$ cat src/design/cdq_pkg.sv
`timescale 1ns / 1ps
// ----------------------------------------------------------------------------
// cdq_pkg
// Shared types and codes for the circular deque.
// ----------------------------------------------------------------------------
package cdq_pkg;

  localparam int unsigned DataW   = 32;
  localparam int unsigned ActionW = 3;
  localparam int unsigned CapW    = 4;
  localparam logic [CapW-1:0] CapReset = 4'd5;

  typedef enum logic [ActionW-1:0] {
    ACT_PUSH_REAR  = 3'd0,
    ACT_PUSH_FRONT = 3'd1,
    ACT_POP_REAR   = 3'd2,
    ACT_POP_FRONT  = 3'd3,
    ACT_TRAVERSE   = 3'd4
  } action_e;

  typedef enum logic [1:0] {
    ST_OK        = 2'd0,
    ST_OVERFLOW  = 2'd1,
    ST_UNDERFLOW = 2'd2
  } status_e;

  typedef enum logic [1:0] {
    S_IDLE,
    S_READ,
    S_RESP
  } state_e;

  typedef enum logic [2:0] {
    DP_NONE,
    DP_PUSH_REAR,
    DP_PUSH_FRONT,
    DP_POP_REAR,
    DP_POP_FRONT,
    DP_WALK_START,
    DP_WALK_NEXT
  } dp_op_e;

  typedef enum logic [1:0] {
    RES_NONE,
    RES_STATUS,
    RES_READ
  } res_sel_e;

  typedef struct packed {
    dp_op_e   op;
    res_sel_e res;
    status_e  status;
    logic     walk;
  } cmd_t;

  typedef struct packed {
    logic empty;
    logic full;
    logic out_last;
  } stat_t;

endpackage

$ cat src/design/cdq_in_if.sv
`timescale 1ns / 1ps
// ----------------------------------------------------------------------------
// cdq_in_if
// Request channel: action and value with valid/ready.
// ----------------------------------------------------------------------------
interface cdq_in_if import cdq_pkg::*; ();
  logic                     valid;
  logic                     ready;
  logic [ActionW-1:0]       action;
  logic signed [DataW-1:0]  value;

  modport source (output valid, output action, output value, input ready);
  modport sink   (input valid, input action, input value, output ready);
endinterface

$ cat src/design/cdq_out_if.sv
`timescale 1ns / 1ps
// ----------------------------------------------------------------------------
// cdq_out_if
// Result channel: status, data and last with valid/ready.
// ----------------------------------------------------------------------------
interface cdq_out_if import cdq_pkg::*; ();
  logic                     valid;
  logic                     ready;
  logic [1:0]               status;
  logic signed [DataW-1:0]  data;
  logic                     last;

  modport source (output valid, output status, output data, output last, input ready);
  modport sink   (input valid, input status, input data, input last, output ready);
endinterface

$ cat src/design/cdq_datapath.sv
`timescale 1ns / 1ps
// ----------------------------------------------------------------------------
// cdq_datapath
// Slot memory, front/rear pointers, capacity register, walk counter and
// result register.
// ----------------------------------------------------------------------------
module cdq_datapath import cdq_pkg::*; #(
  parameter int unsigned DEPTH = 8
) (
  input  logic                    clk_i,
  input  logic                    rst_ni,
  input  logic                    cfg_we_i,
  input  logic [CapW-1:0]         cfg_wdata_i,
  input  logic signed [DataW-1:0] in_value_i,
  input  cmd_t                    cmd_i,
  output stat_t                   stat_o,
  output logic [1:0]              out_status_o,
  output logic signed [DataW-1:0] out_data_o,
  output logic                    out_last_o
);

  localparam int unsigned IW = $clog2(DEPTH);
  localparam int unsigned CW = $clog2(DEPTH + 1);

  function automatic logic [IW-1:0] step_up(logic [IW-1:0] i, logic [CW-1:0] c);
    logic [CW-1:0] nx;
    nx = CW'(i) + CW'(1);
    return (nx >= c) ? '0 : IW'(nx);
  endfunction

  function automatic logic [IW-1:0] step_down(logic [IW-1:0] i, logic [CW-1:0] c);
    return (i == '0 || CW'(i) >= c) ? IW'(c - CW'(1)) : i - IW'(1);
  endfunction

  logic [DataW-1:0] mem_q [DEPTH];
  logic [DataW-1:0] rdata_q;

  logic [CapW-1:0] cap_q, cap_d;
  logic [IW-1:0]   front_q, front_d;
  logic [IW-1:0]   rear_q, rear_d;
  logic            empty_q, empty_d;
  logic [IW-1:0]   walk_q, walk_d;
  logic [CW-1:0]   cnt_q, cnt_d;

  logic [1:0]              status_q;
  logic signed [DataW-1:0] data_q;
  logic                    last_q;

  logic [CW-1:0] cap_eff;
  logic [IW-1:0] front_up, front_dn, rear_up, rear_dn, walk_up;
  logic          full, fin;
  logic          wr_en, rd_en;
  logic [IW-1:0] wr_addr, rd_addr;

  always_comb begin
    if (cap_q == '0) begin
      cap_eff = CW'(1);
    end else if (32'(cap_q) > DEPTH) begin
      cap_eff = CW'(DEPTH);
    end else begin
      cap_eff = CW'(cap_q);
    end
  end

  assign front_up = step_up(front_q, cap_eff);
  assign front_dn = step_down(front_q, cap_eff);
  assign rear_up  = step_up(rear_q, cap_eff);
  assign rear_dn  = step_down(rear_q, cap_eff);
  assign walk_up  = step_up(walk_q, cap_eff);
  assign full     = !empty_q && (rear_up == front_q);
  assign fin      = (walk_q == rear_q) || ((cnt_q + CW'(1)) == cap_eff);

  always_comb begin
    cap_d   = cap_q;
    front_d = front_q;
    rear_d  = rear_q;
    empty_d = empty_q;
    walk_d  = walk_q;
    cnt_d   = cnt_q;
    wr_en   = 1'b0;
    wr_addr = '0;
    rd_en   = 1'b0;
    rd_addr = front_q;
    case (cmd_i.op)
      DP_PUSH_REAR: begin
        wr_en = 1'b1;
        if (empty_q) begin
          front_d = '0;
          rear_d  = '0;
          empty_d = 1'b0;
        end else begin
          rear_d  = rear_up;
          wr_addr = rear_up;
        end
      end
      DP_PUSH_FRONT: begin
        wr_en = 1'b1;
        if (empty_q) begin
          front_d = '0;
          rear_d  = '0;
          empty_d = 1'b0;
        end else begin
          front_d = front_dn;
          wr_addr = front_dn;
        end
      end
      DP_POP_REAR: begin
        rd_en   = 1'b1;
        rd_addr = rear_q;
        if (front_q == rear_q) begin
          front_d = '0;
          rear_d  = '0;
          empty_d = 1'b1;
        end else begin
          rear_d = rear_dn;
        end
      end
      DP_POP_FRONT: begin
        rd_en   = 1'b1;
        rd_addr = front_q;
        if (front_q == rear_q) begin
          front_d = '0;
          rear_d  = '0;
          empty_d = 1'b1;
        end else begin
          front_d = front_up;
        end
      end
      DP_WALK_START: begin
        rd_en   = 1'b1;
        rd_addr = front_q;
        walk_d  = front_q;
        cnt_d   = '0;
      end
      DP_WALK_NEXT: begin
        rd_en   = 1'b1;
        rd_addr = walk_up;
        walk_d  = walk_up;
        cnt_d   = cnt_q + CW'(1);
      end
      default: ;
    endcase
    if (cfg_we_i) begin
      cap_d   = cfg_wdata_i;
      front_d = '0;
      rear_d  = '0;
      empty_d = 1'b1;
    end
  end

  always_ff @(posedge clk_i or negedge rst_ni) begin
    if (!rst_ni) begin
      cap_q   <= CapReset;
      front_q <= '0;
      rear_q  <= '0;
      empty_q <= 1'b1;
      walk_q  <= '0;
      cnt_q   <= '0;
    end else begin
      cap_q   <= cap_d;
      front_q <= front_d;
      rear_q  <= rear_d;
      empty_q <= empty_d;
      walk_q  <= walk_d;
      cnt_q   <= cnt_d;
    end
  end

  always_ff @(posedge clk_i) begin
    if (wr_en) begin
      mem_q[wr_addr] <= in_value_i;
    end
  end

  always_ff @(posedge clk_i) begin
    if (rd_en) begin
      rdata_q <= mem_q[rd_addr];
    end
  end

  always_ff @(posedge clk_i) begin
    case (cmd_i.res)
      RES_STATUS: begin
        status_q <= cmd_i.status;
        data_q   <= '0;
        last_q   <= 1'b1;
      end
      RES_READ: begin
        status_q <= ST_OK;
        data_q   <= rdata_q;
        last_q   <= cmd_i.walk ? fin : 1'b1;
      end
      default: ;
    endcase
  end

  assign stat_o.empty    = empty_q;
  assign stat_o.full     = full;
  assign stat_o.out_last = last_q;
  assign out_status_o    = status_q;
  assign out_data_o      = data_q;
  assign out_last_o      = last_q;

endmodule

$ cat src/design/cdq_ctrl.sv
`timescale 1ns / 1ps
// ----------------------------------------------------------------------------
// cdq_ctrl
// Sequencer: decodes actions, steps memory reads and holds each result
// until its transfer.
// ----------------------------------------------------------------------------
module cdq_ctrl import cdq_pkg::*; (
  input  logic               clk_i,
  input  logic               rst_ni,
  input  logic               in_valid_i,
  input  logic [ActionW-1:0] in_action_i,
  output logic               in_ready_o,
  output logic               out_valid_o,
  input  logic               out_ready_i,
  input  stat_t              stat_i,
  output cmd_t               cmd_o
);

  state_e state_q, state_d;
  logic   walk_q, walk_d;

  always_ff @(posedge clk_i or negedge rst_ni) begin
    if (!rst_ni) begin
      state_q <= S_IDLE;
      walk_q  <= 1'b0;
    end else begin
      state_q <= state_d;
      walk_q  <= walk_d;
    end
  end

  always_comb begin
    state_d     = state_q;
    walk_d      = walk_q;
    in_ready_o  = 1'b0;
    out_valid_o = 1'b0;
    cmd_o       = '{op: DP_NONE, res: RES_NONE, status: ST_OK, walk: 1'b0};
    case (state_q)
      S_IDLE: begin
        in_ready_o = 1'b1;
        if (in_valid_i) begin
          case (in_action_i)
            ACT_PUSH_REAR, ACT_PUSH_FRONT: begin
              state_d    = S_RESP;
              cmd_o.res  = RES_STATUS;
              if (stat_i.full) begin
                cmd_o.status = ST_OVERFLOW;
              end else begin
                cmd_o.status = ST_OK;
                cmd_o.op     = (in_action_i == ACT_PUSH_REAR) ? DP_PUSH_REAR
                                                              : DP_PUSH_FRONT;
              end
            end
            ACT_POP_REAR, ACT_POP_FRONT: begin
              walk_d = 1'b0;
              if (stat_i.empty) begin
                state_d      = S_RESP;
                cmd_o.res    = RES_STATUS;
                cmd_o.status = ST_UNDERFLOW;
              end else begin
                state_d  = S_READ;
                cmd_o.op = (in_action_i == ACT_POP_REAR) ? DP_POP_REAR : DP_POP_FRONT;
              end
            end
            ACT_TRAVERSE: begin
              walk_d = 1'b0;
              if (stat_i.empty) begin
                state_d      = S_RESP;
                cmd_o.res    = RES_STATUS;
                cmd_o.status = ST_UNDERFLOW;
              end else begin
                walk_d   = 1'b1;
                state_d  = S_READ;
                cmd_o.op = DP_WALK_START;
              end
            end
            default: ;
          endcase
        end
      end
      S_READ: begin
        cmd_o.res  = RES_READ;
        cmd_o.walk = walk_q;
        state_d    = S_RESP;
      end
      S_RESP: begin
        out_valid_o = 1'b1;
        if (out_ready_i) begin
          if (walk_q && !stat_i.out_last) begin
            cmd_o.op = DP_WALK_NEXT;
            state_d  = S_READ;
          end else begin
            state_d = S_IDLE;
          end
        end
      end
      default: state_d = S_IDLE;
    endcase
  end

endmodule

$ cat src/design/circular_deque_top.sv
`timescale 1ns / 1ps
// ----------------------------------------------------------------------------
// circular_deque_top
// Double-ended queue in a circular slot memory of DEPTH entries.
// ----------------------------------------------------------------------------
// Request channel in_i carries action (push rear/front, pop rear/front,
// traverse) and value; result channel out_o carries status, data and last.
// Each request gives one result, except traverse on a non-empty deque, which
// gives one result per stored entry from front to rear with last set on the
// final one. Actions 5 to 7 are taken and give nothing.
// Push, overflow and underflow: result valid in the cycle after the transfer.
// Pop and each traverse entry: the slot read goes through the slot memory's
// registered read port and then the result register before the result is
// valid. A new request is taken the cycle after the last result transfer,
// so no request is taken while a result is pending.
// A stalled receiver holds the result register and the sequencer in place.
// Reset empties the deque and sets capacity to 5; slot contents are kept.
// cfg_we_i writes capacity (used as 1..DEPTH) and empties the deque; write
// only while idle.
// ----------------------------------------------------------------------------
module circular_deque_top import cdq_pkg::*; #(
  parameter int unsigned DEPTH = 8
) (
  input  logic            clk_i,
  input  logic            rst_ni,
  input  logic            cfg_we_i,
  input  logic [CapW-1:0] cfg_wdata_i,
  cdq_in_if.sink          in_i,
  cdq_out_if.source       out_o
);

  cmd_t  cmd;
  stat_t stat;
  logic  in_ready, out_valid;

  cdq_ctrl u_ctrl (
    .clk_i       (clk_i),
    .rst_ni      (rst_ni),
    .in_valid_i  (in_i.valid),
    .in_action_i (in_i.action),
    .in_ready_o  (in_ready),
    .out_valid_o (out_valid),
    .out_ready_i (out_o.ready),
    .stat_i      (stat),
    .cmd_o       (cmd)
  );

  cdq_datapath #(
    .DEPTH (DEPTH)
  ) u_datapath (
    .clk_i        (clk_i),
    .rst_ni       (rst_ni),
    .cfg_we_i     (cfg_we_i),
    .cfg_wdata_i  (cfg_wdata_i),
    .in_value_i   (in_i.value),
    .cmd_i        (cmd),
    .stat_o       (stat),
    .out_status_o (out_o.status),
    .out_data_o   (out_o.data),
    .out_last_o   (out_o.last)
  );

  assign in_i.ready  = in_ready;
  assign out_o.valid = out_valid;

endmodule
$ cat src/flat_wrapper.sv
// flat-port wrapper written by rule: the top's interface ports become plain ports
module circular_deque_top_flat import cdq_pkg::*;
#(
  parameter int unsigned DEPTH = 8
)
  (clk_i, rst_ni, cfg_we_i, cfg_wdata_i, in_i_valid, in_i_action, in_i_value, in_i_ready, out_o_valid, out_o_status, out_o_data, out_o_last, out_o_ready);
  cdq_in_if in_i_i ();
  cdq_out_if out_o_i ();
  input  logic clk_i;
  input  logic rst_ni;
  input  logic cfg_we_i;
  input  logic [CapW-1:0] cfg_wdata_i;
  input wire logic [$bits(in_i_i.valid)-1:0] in_i_valid;
  input wire logic [$bits(in_i_i.action)-1:0] in_i_action;
  input wire logic [$bits(in_i_i.value)-1:0] in_i_value;
  output wire logic [$bits(in_i_i.ready)-1:0] in_i_ready;
  output wire logic [$bits(out_o_i.valid)-1:0] out_o_valid;
  output wire logic [$bits(out_o_i.status)-1:0] out_o_status;
  output wire logic [$bits(out_o_i.data)-1:0] out_o_data;
  output wire logic [$bits(out_o_i.last)-1:0] out_o_last;
  input wire logic [$bits(out_o_i.ready)-1:0] out_o_ready;
  assign in_i_i.valid = in_i_valid;
  assign in_i_i.action = in_i_action;
  assign in_i_i.value = in_i_value;
  assign in_i_ready = in_i_i.ready;
  assign out_o_valid = out_o_i.valid;
  assign out_o_status = out_o_i.status;
  assign out_o_data = out_o_i.data;
  assign out_o_last = out_o_i.last;
  assign out_o_i.ready = out_o_ready;
  circular_deque_top #(.DEPTH(DEPTH)) u_core (.clk_i(clk_i), .rst_ni(rst_ni), .cfg_we_i(cfg_we_i), .cfg_wdata_i(cfg_wdata_i), .in_i(in_i_i), .out_o(out_o_i));
endmodule
$ cat config.mk
export PLATFORM = sky130hd
export DESIGN_NAME = circular_deque_top_flat
export DESIGN_NICKNAME = d
export VERILOG_FILES = /design/src/design/cdq_pkg.sv /design/src/design/cdq_in_if.sv /design/src/design/cdq_out_if.sv /design/src/design/cdq_datapath.sv /design/src/design/cdq_ctrl.sv /design/src/design/circular_deque_top.sv /design/src/flat_wrapper.sv
export SDC_FILE = /design/constraint.sdc
export NUM_CORES = 1
export LEC_CHECK = 0
export BUFFER_PORTS_ARGS = -buffer_cell sky130_fd_sc_hd__buf_2
export CORE_MARGIN = 2
export CORE_UTILIZATION = 45
export DETAILED_ROUTE_END_ITERATION = 6
export GPL_TIMING_DRIVEN = 0
export PLACE_DENSITY = 0.73
export SLEW_MARGIN = 25
export SYNTH_ARGS = -nofsm -noshare
export SYNTH_HDL_FRONTEND = slang
export SYNTH_SLANG_ARGS = --single-unit
$ cat constraint.sdc
create_clock -name clk_i -period 17.95 [get_ports clk_i]
set_input_delay 0 -clock clk_i [delete_from_list [all_inputs] [get_ports clk_i]]
set_output_delay 0 -clock clk_i [all_outputs]
set_load 0.01 [all_outputs]
==> impl_metrics.json <==
{
  "r2r_setup_slack_ns": 12.24,
  "crit_fanout": 8,
  "netlist_top_cells_area": "edfxtp_1 68%, mux2_2 5.3%, dfrtp_1 3.1%",
  "clk_pin_slew_worst_paths_ns": 0.06,
  "mostFrequentLayoutCells": "323 x edfxtp_1, 109 x buf_2, 90 x nand2_1",
  "syn_area_um2": 14400,
  "gp_congestion": 0.906,
  "fin_crit_sh_pct": 31.8,
  "power_leakage_nw": 6.28,
  "initial_core_util_pct": 45.6,
  "setup_tns_ns": 0,
  "intPower_mw": 1.32,
  "slew_headroom_pct": 36.8,
  "drc": 0,
  "final_cells": 1579,
  "die_w_um": 183,
  "path_cells": "clkbuf_1 > inv_1 > ha_1 > ha_1 > and3b_1 > o21ai_0 > o21ai_0 > a211o_1 > a21oi_1 > and3b_1 > a22oi_1 > nor4_2 > buf_2 > buf_2 > buf_4 > buf_4",
  "pwr-share-clk_pct": 40.4,
  "nNetsFinal": 1220,
  "slowest_delay_ns": 0.73,
  "ys_warn_count": 0,
  "slowest_stage": "nor4_2",
  "clock_path_buffers": 3,
  "use_met3_pct": 3.65,
  "area_growth_pct": 19.4,
  "wire_per_inst_um": 20.9,
  "slew_violations": 0,
  "pwr_density_cell_nw_per_um2": 99.0,
  "synth-xor-area-share_pct": 1.04,
  "synth_top_family_by_area": "compound AO/OA/AOI/OAI gates",
  "worstMarginPinSlew_ns": 0.948,
  "synth_top_cell_by_area": "edfxtp_1",
  "vias": 8881,
  "seq_area_frac_synth_pct": 71.2,
  "yosys_register_bits": 344,
  "ys_types": 65,
  "io_pins": 81,
  "grt_pass1_wl_um": 50500,
  "antenna_found_initial": 1,
  "rsz0062_at_grt": "no",
  "max_freq_mhz": 175,
  "cap_violations": 0,
  "syn_avg_cell_area_um2": 15.2,
  "htreeDepth": 2,
  "post_cts_buffers": 0,
  "synth_edf_count": 323,
  "grt_max_degree": 24,
  "grtUsageTotal_pct": 19.6,
  "placed_area_um2": 15700,
  "grt_busiest_layer": "met2",
  "hp-class": "input pin to asynchronous set/reset pin",
  "rows": 65,
  "viasPerCell": 5.62,
  "vdd_ir_drop_max_uv": 107,
  "grt_overflow": 0,
  "dp.cells": 1476,
  "die_height_um": 183,
  "use_met1_pct": 26.9,
  "period_needed_ns": 5.71,
  "dr.pass1.iters": 5,
  "fin_ws_ns": 12.24,
  "clkLatencyLatePin_ns": 0.52,
  "final_common_cell": "edfxtp_1",
  "hold_ws_ns": 0.0178,
  "synth-compound-area-share_pct": 9.10,
  "async_flop_share_pct": 6.10,
  "seq_power_share_pct": 53.0,
  "port_buffers": 79,
  "hold_viol": 0,
  "antenna_left": 0,
  "clock_skew_ns": 0.0164,
  "die-area_um2": 33400,
  "yosys.area.top_type_share_pct": 67.5,
  "grt_util_met2_pct": 32.3,
  "wl_um": 33000,
  "drt_iter0_drc": 873,
  "muxShareOfSynthArea_pct": 5.39,
  "cts_buffers": 35,
  "syn_nets": 1019,
  "grt_pass1_vias": 8965,
  "cp_data_required_time_ns": 18.18,
  "synth_fa_ha_area_share_pct": 2.35,
  "endpoint_kind": "flip-flop",
  "p_sw_uw": 375,
  "outcome": "finished, final reports clean",
  "hpwl_um": 21800,
  "setup_viol": 0,
  "coreArea_um2": 31500,
  "yosys.area_share.simple_pct": 8.66,
  "cts_resized": 0,
  "cts_root_buf": "clkbuf_16",
  "crit_arrival_ns": 5.94,
  "n_fill_cell": 2510,
  "worstSetupStartpointType": "flip-flop",
  "pwr-share-comb_pct": 6.5,
  "p_sw_share_pct": 22.1,
  "pre_cts_ws_ns": 12.38,
  "cts_sinks": 344,
  "ys.flop_type": "edfxtp_1",
  "final_layout_size_suffix_gt1_share_pct": 25.2,
  "netlist_instances": 948,
  "cts_tree": "built",
  "stdcell_area_um2": 17200,
  "criticalPathCategory": "flip-flop to flip-flop"
}
==> flip-flops by register name, summed over array words and instances, names as in the netlist, 3 cells and up <==
name,flops
u_core.u_datapath.mem_q,256
u_core.u_datapath.out_data_o,32
u_core.u_datapath.rdata_q,32
u_core.u_datapath.cap_q,4
u_core.u_datapath.cnt_q,4
u_core.u_datapath.front_q,3
u_core.u_datapath.rear_q,3
u_core.u_datapath.walk_q,3
==> critical path, delay by kind of cell, from the launching register on <==
| family | cells | cell delay (ns) |
|---|---|---|
| AOI/OAI and AO/OA | 5 | 1.81 |
| DFF | 1 | 0.37 |
| and+or+nand+nor | 3 | 1.19 |
| buffers and inverters | 6 | 1.40 |
| adders and majority gates | 2 | 0.68 |
==> through the flow <==
stage	total power [mW]	utilization (%)
2_1_floorplan	0.977	-
3_3_place_gp	1.01	48.5
3_5_place_dp	1.02	49.8
4_1_cts	1.71	54.5
5_1_grt	1.75	54.5
6_report	1.70	54.5
==> power groups by stage <==
stage,registers (mW),logic [mW],clock network [mW]
after floorplan,0.922,0.0554,0
after global placement,0.919,0.0953,0
after detailed placement,0.918,0.103,0
after CTS,0.901,0.111,0.696
after global routing,0.902,0.122,0.726
final,0.901,0.111,0.687
==> layout make-up <==
class / count / area [um^2] / area share [%]
inverter: 12 / 45.0 / 0.263
multi-input combinational: 541 / 3870 / 22.6
antenna: 1 / 2.50 / 0.0146
timing repair buffer: 164 / 1140 / 6.62
sequential: 344 / 10200 / 59.6
buffer: 51 / 282 / 1.64
tap: 402 / 503 / 2.93
clock buffer: 39 / 912 / 5.32
clock inverter: 25 / 173 / 1.01
==> synthesized netlist by cell type, types with 12 or more instances <==
cell,n
a211oi_1,32
buf_2,14
inv_1,12
a21oi_1,22
clkbuf_1,23
nand2_1,91
edfxtp_1,323
ha_1,27
dfrtp_1,18
and2_1,36
a21o_1,15
nor2_1,24
o22ai_1,64
mux2_2,67
and3_1,36
==> worst paths after layout <==
kind	end	cells after the start	from
hold reg to reg	u_core.u_datapath.out_data_o[19]	1	u_core.u_datapath.rdata_q[19]
setup reg to reg	u_core.u_datapath.mem_q[6][15]	16	u_core.u_datapath.rear_q[1]
max in group asynchronous	u_core.u_datapath.walk_q[0]	2	rst_ni
min in group clk_i	u_core.u_datapath.rear_q[1]	5	cfg_we_i
setup / recovery	u_core.u_datapath.mem_q[6][15]	16	u_core.u_datapath.rear_q[1]
hold / removal	u_core.u_datapath.walk_q[1]	2	rst_ni
==> layer usage <==
metal | up-vias | share of wire [%]
met2 | 344 | 48
met4 | 0 | 1.9
met3 | 53 | 6.6
met1 | 4401 | 44
li1 | 4083 | -
met5 | - | 0
==> what timing repair did <==
action                                  CTS  global route
hold endpoints to repair                283             0
endpoints found under the setup margin    0             0
hold buffers                             38             0
==> cell families (layout without fill, tap and decap cells) <==
kind of cell	count (synthesis)	count (layout)
buffers and inverters	63	291
multiplexers	69	69
other	0	1
adder cells (fa/ha/maj)	27	27
flip-flops	344	344
AND/OR/NAND/NOR	242	242
XOR/XNOR	17	17
AO/OA/AOI/OAI	186	186
(Power assumes the default switching activity.)
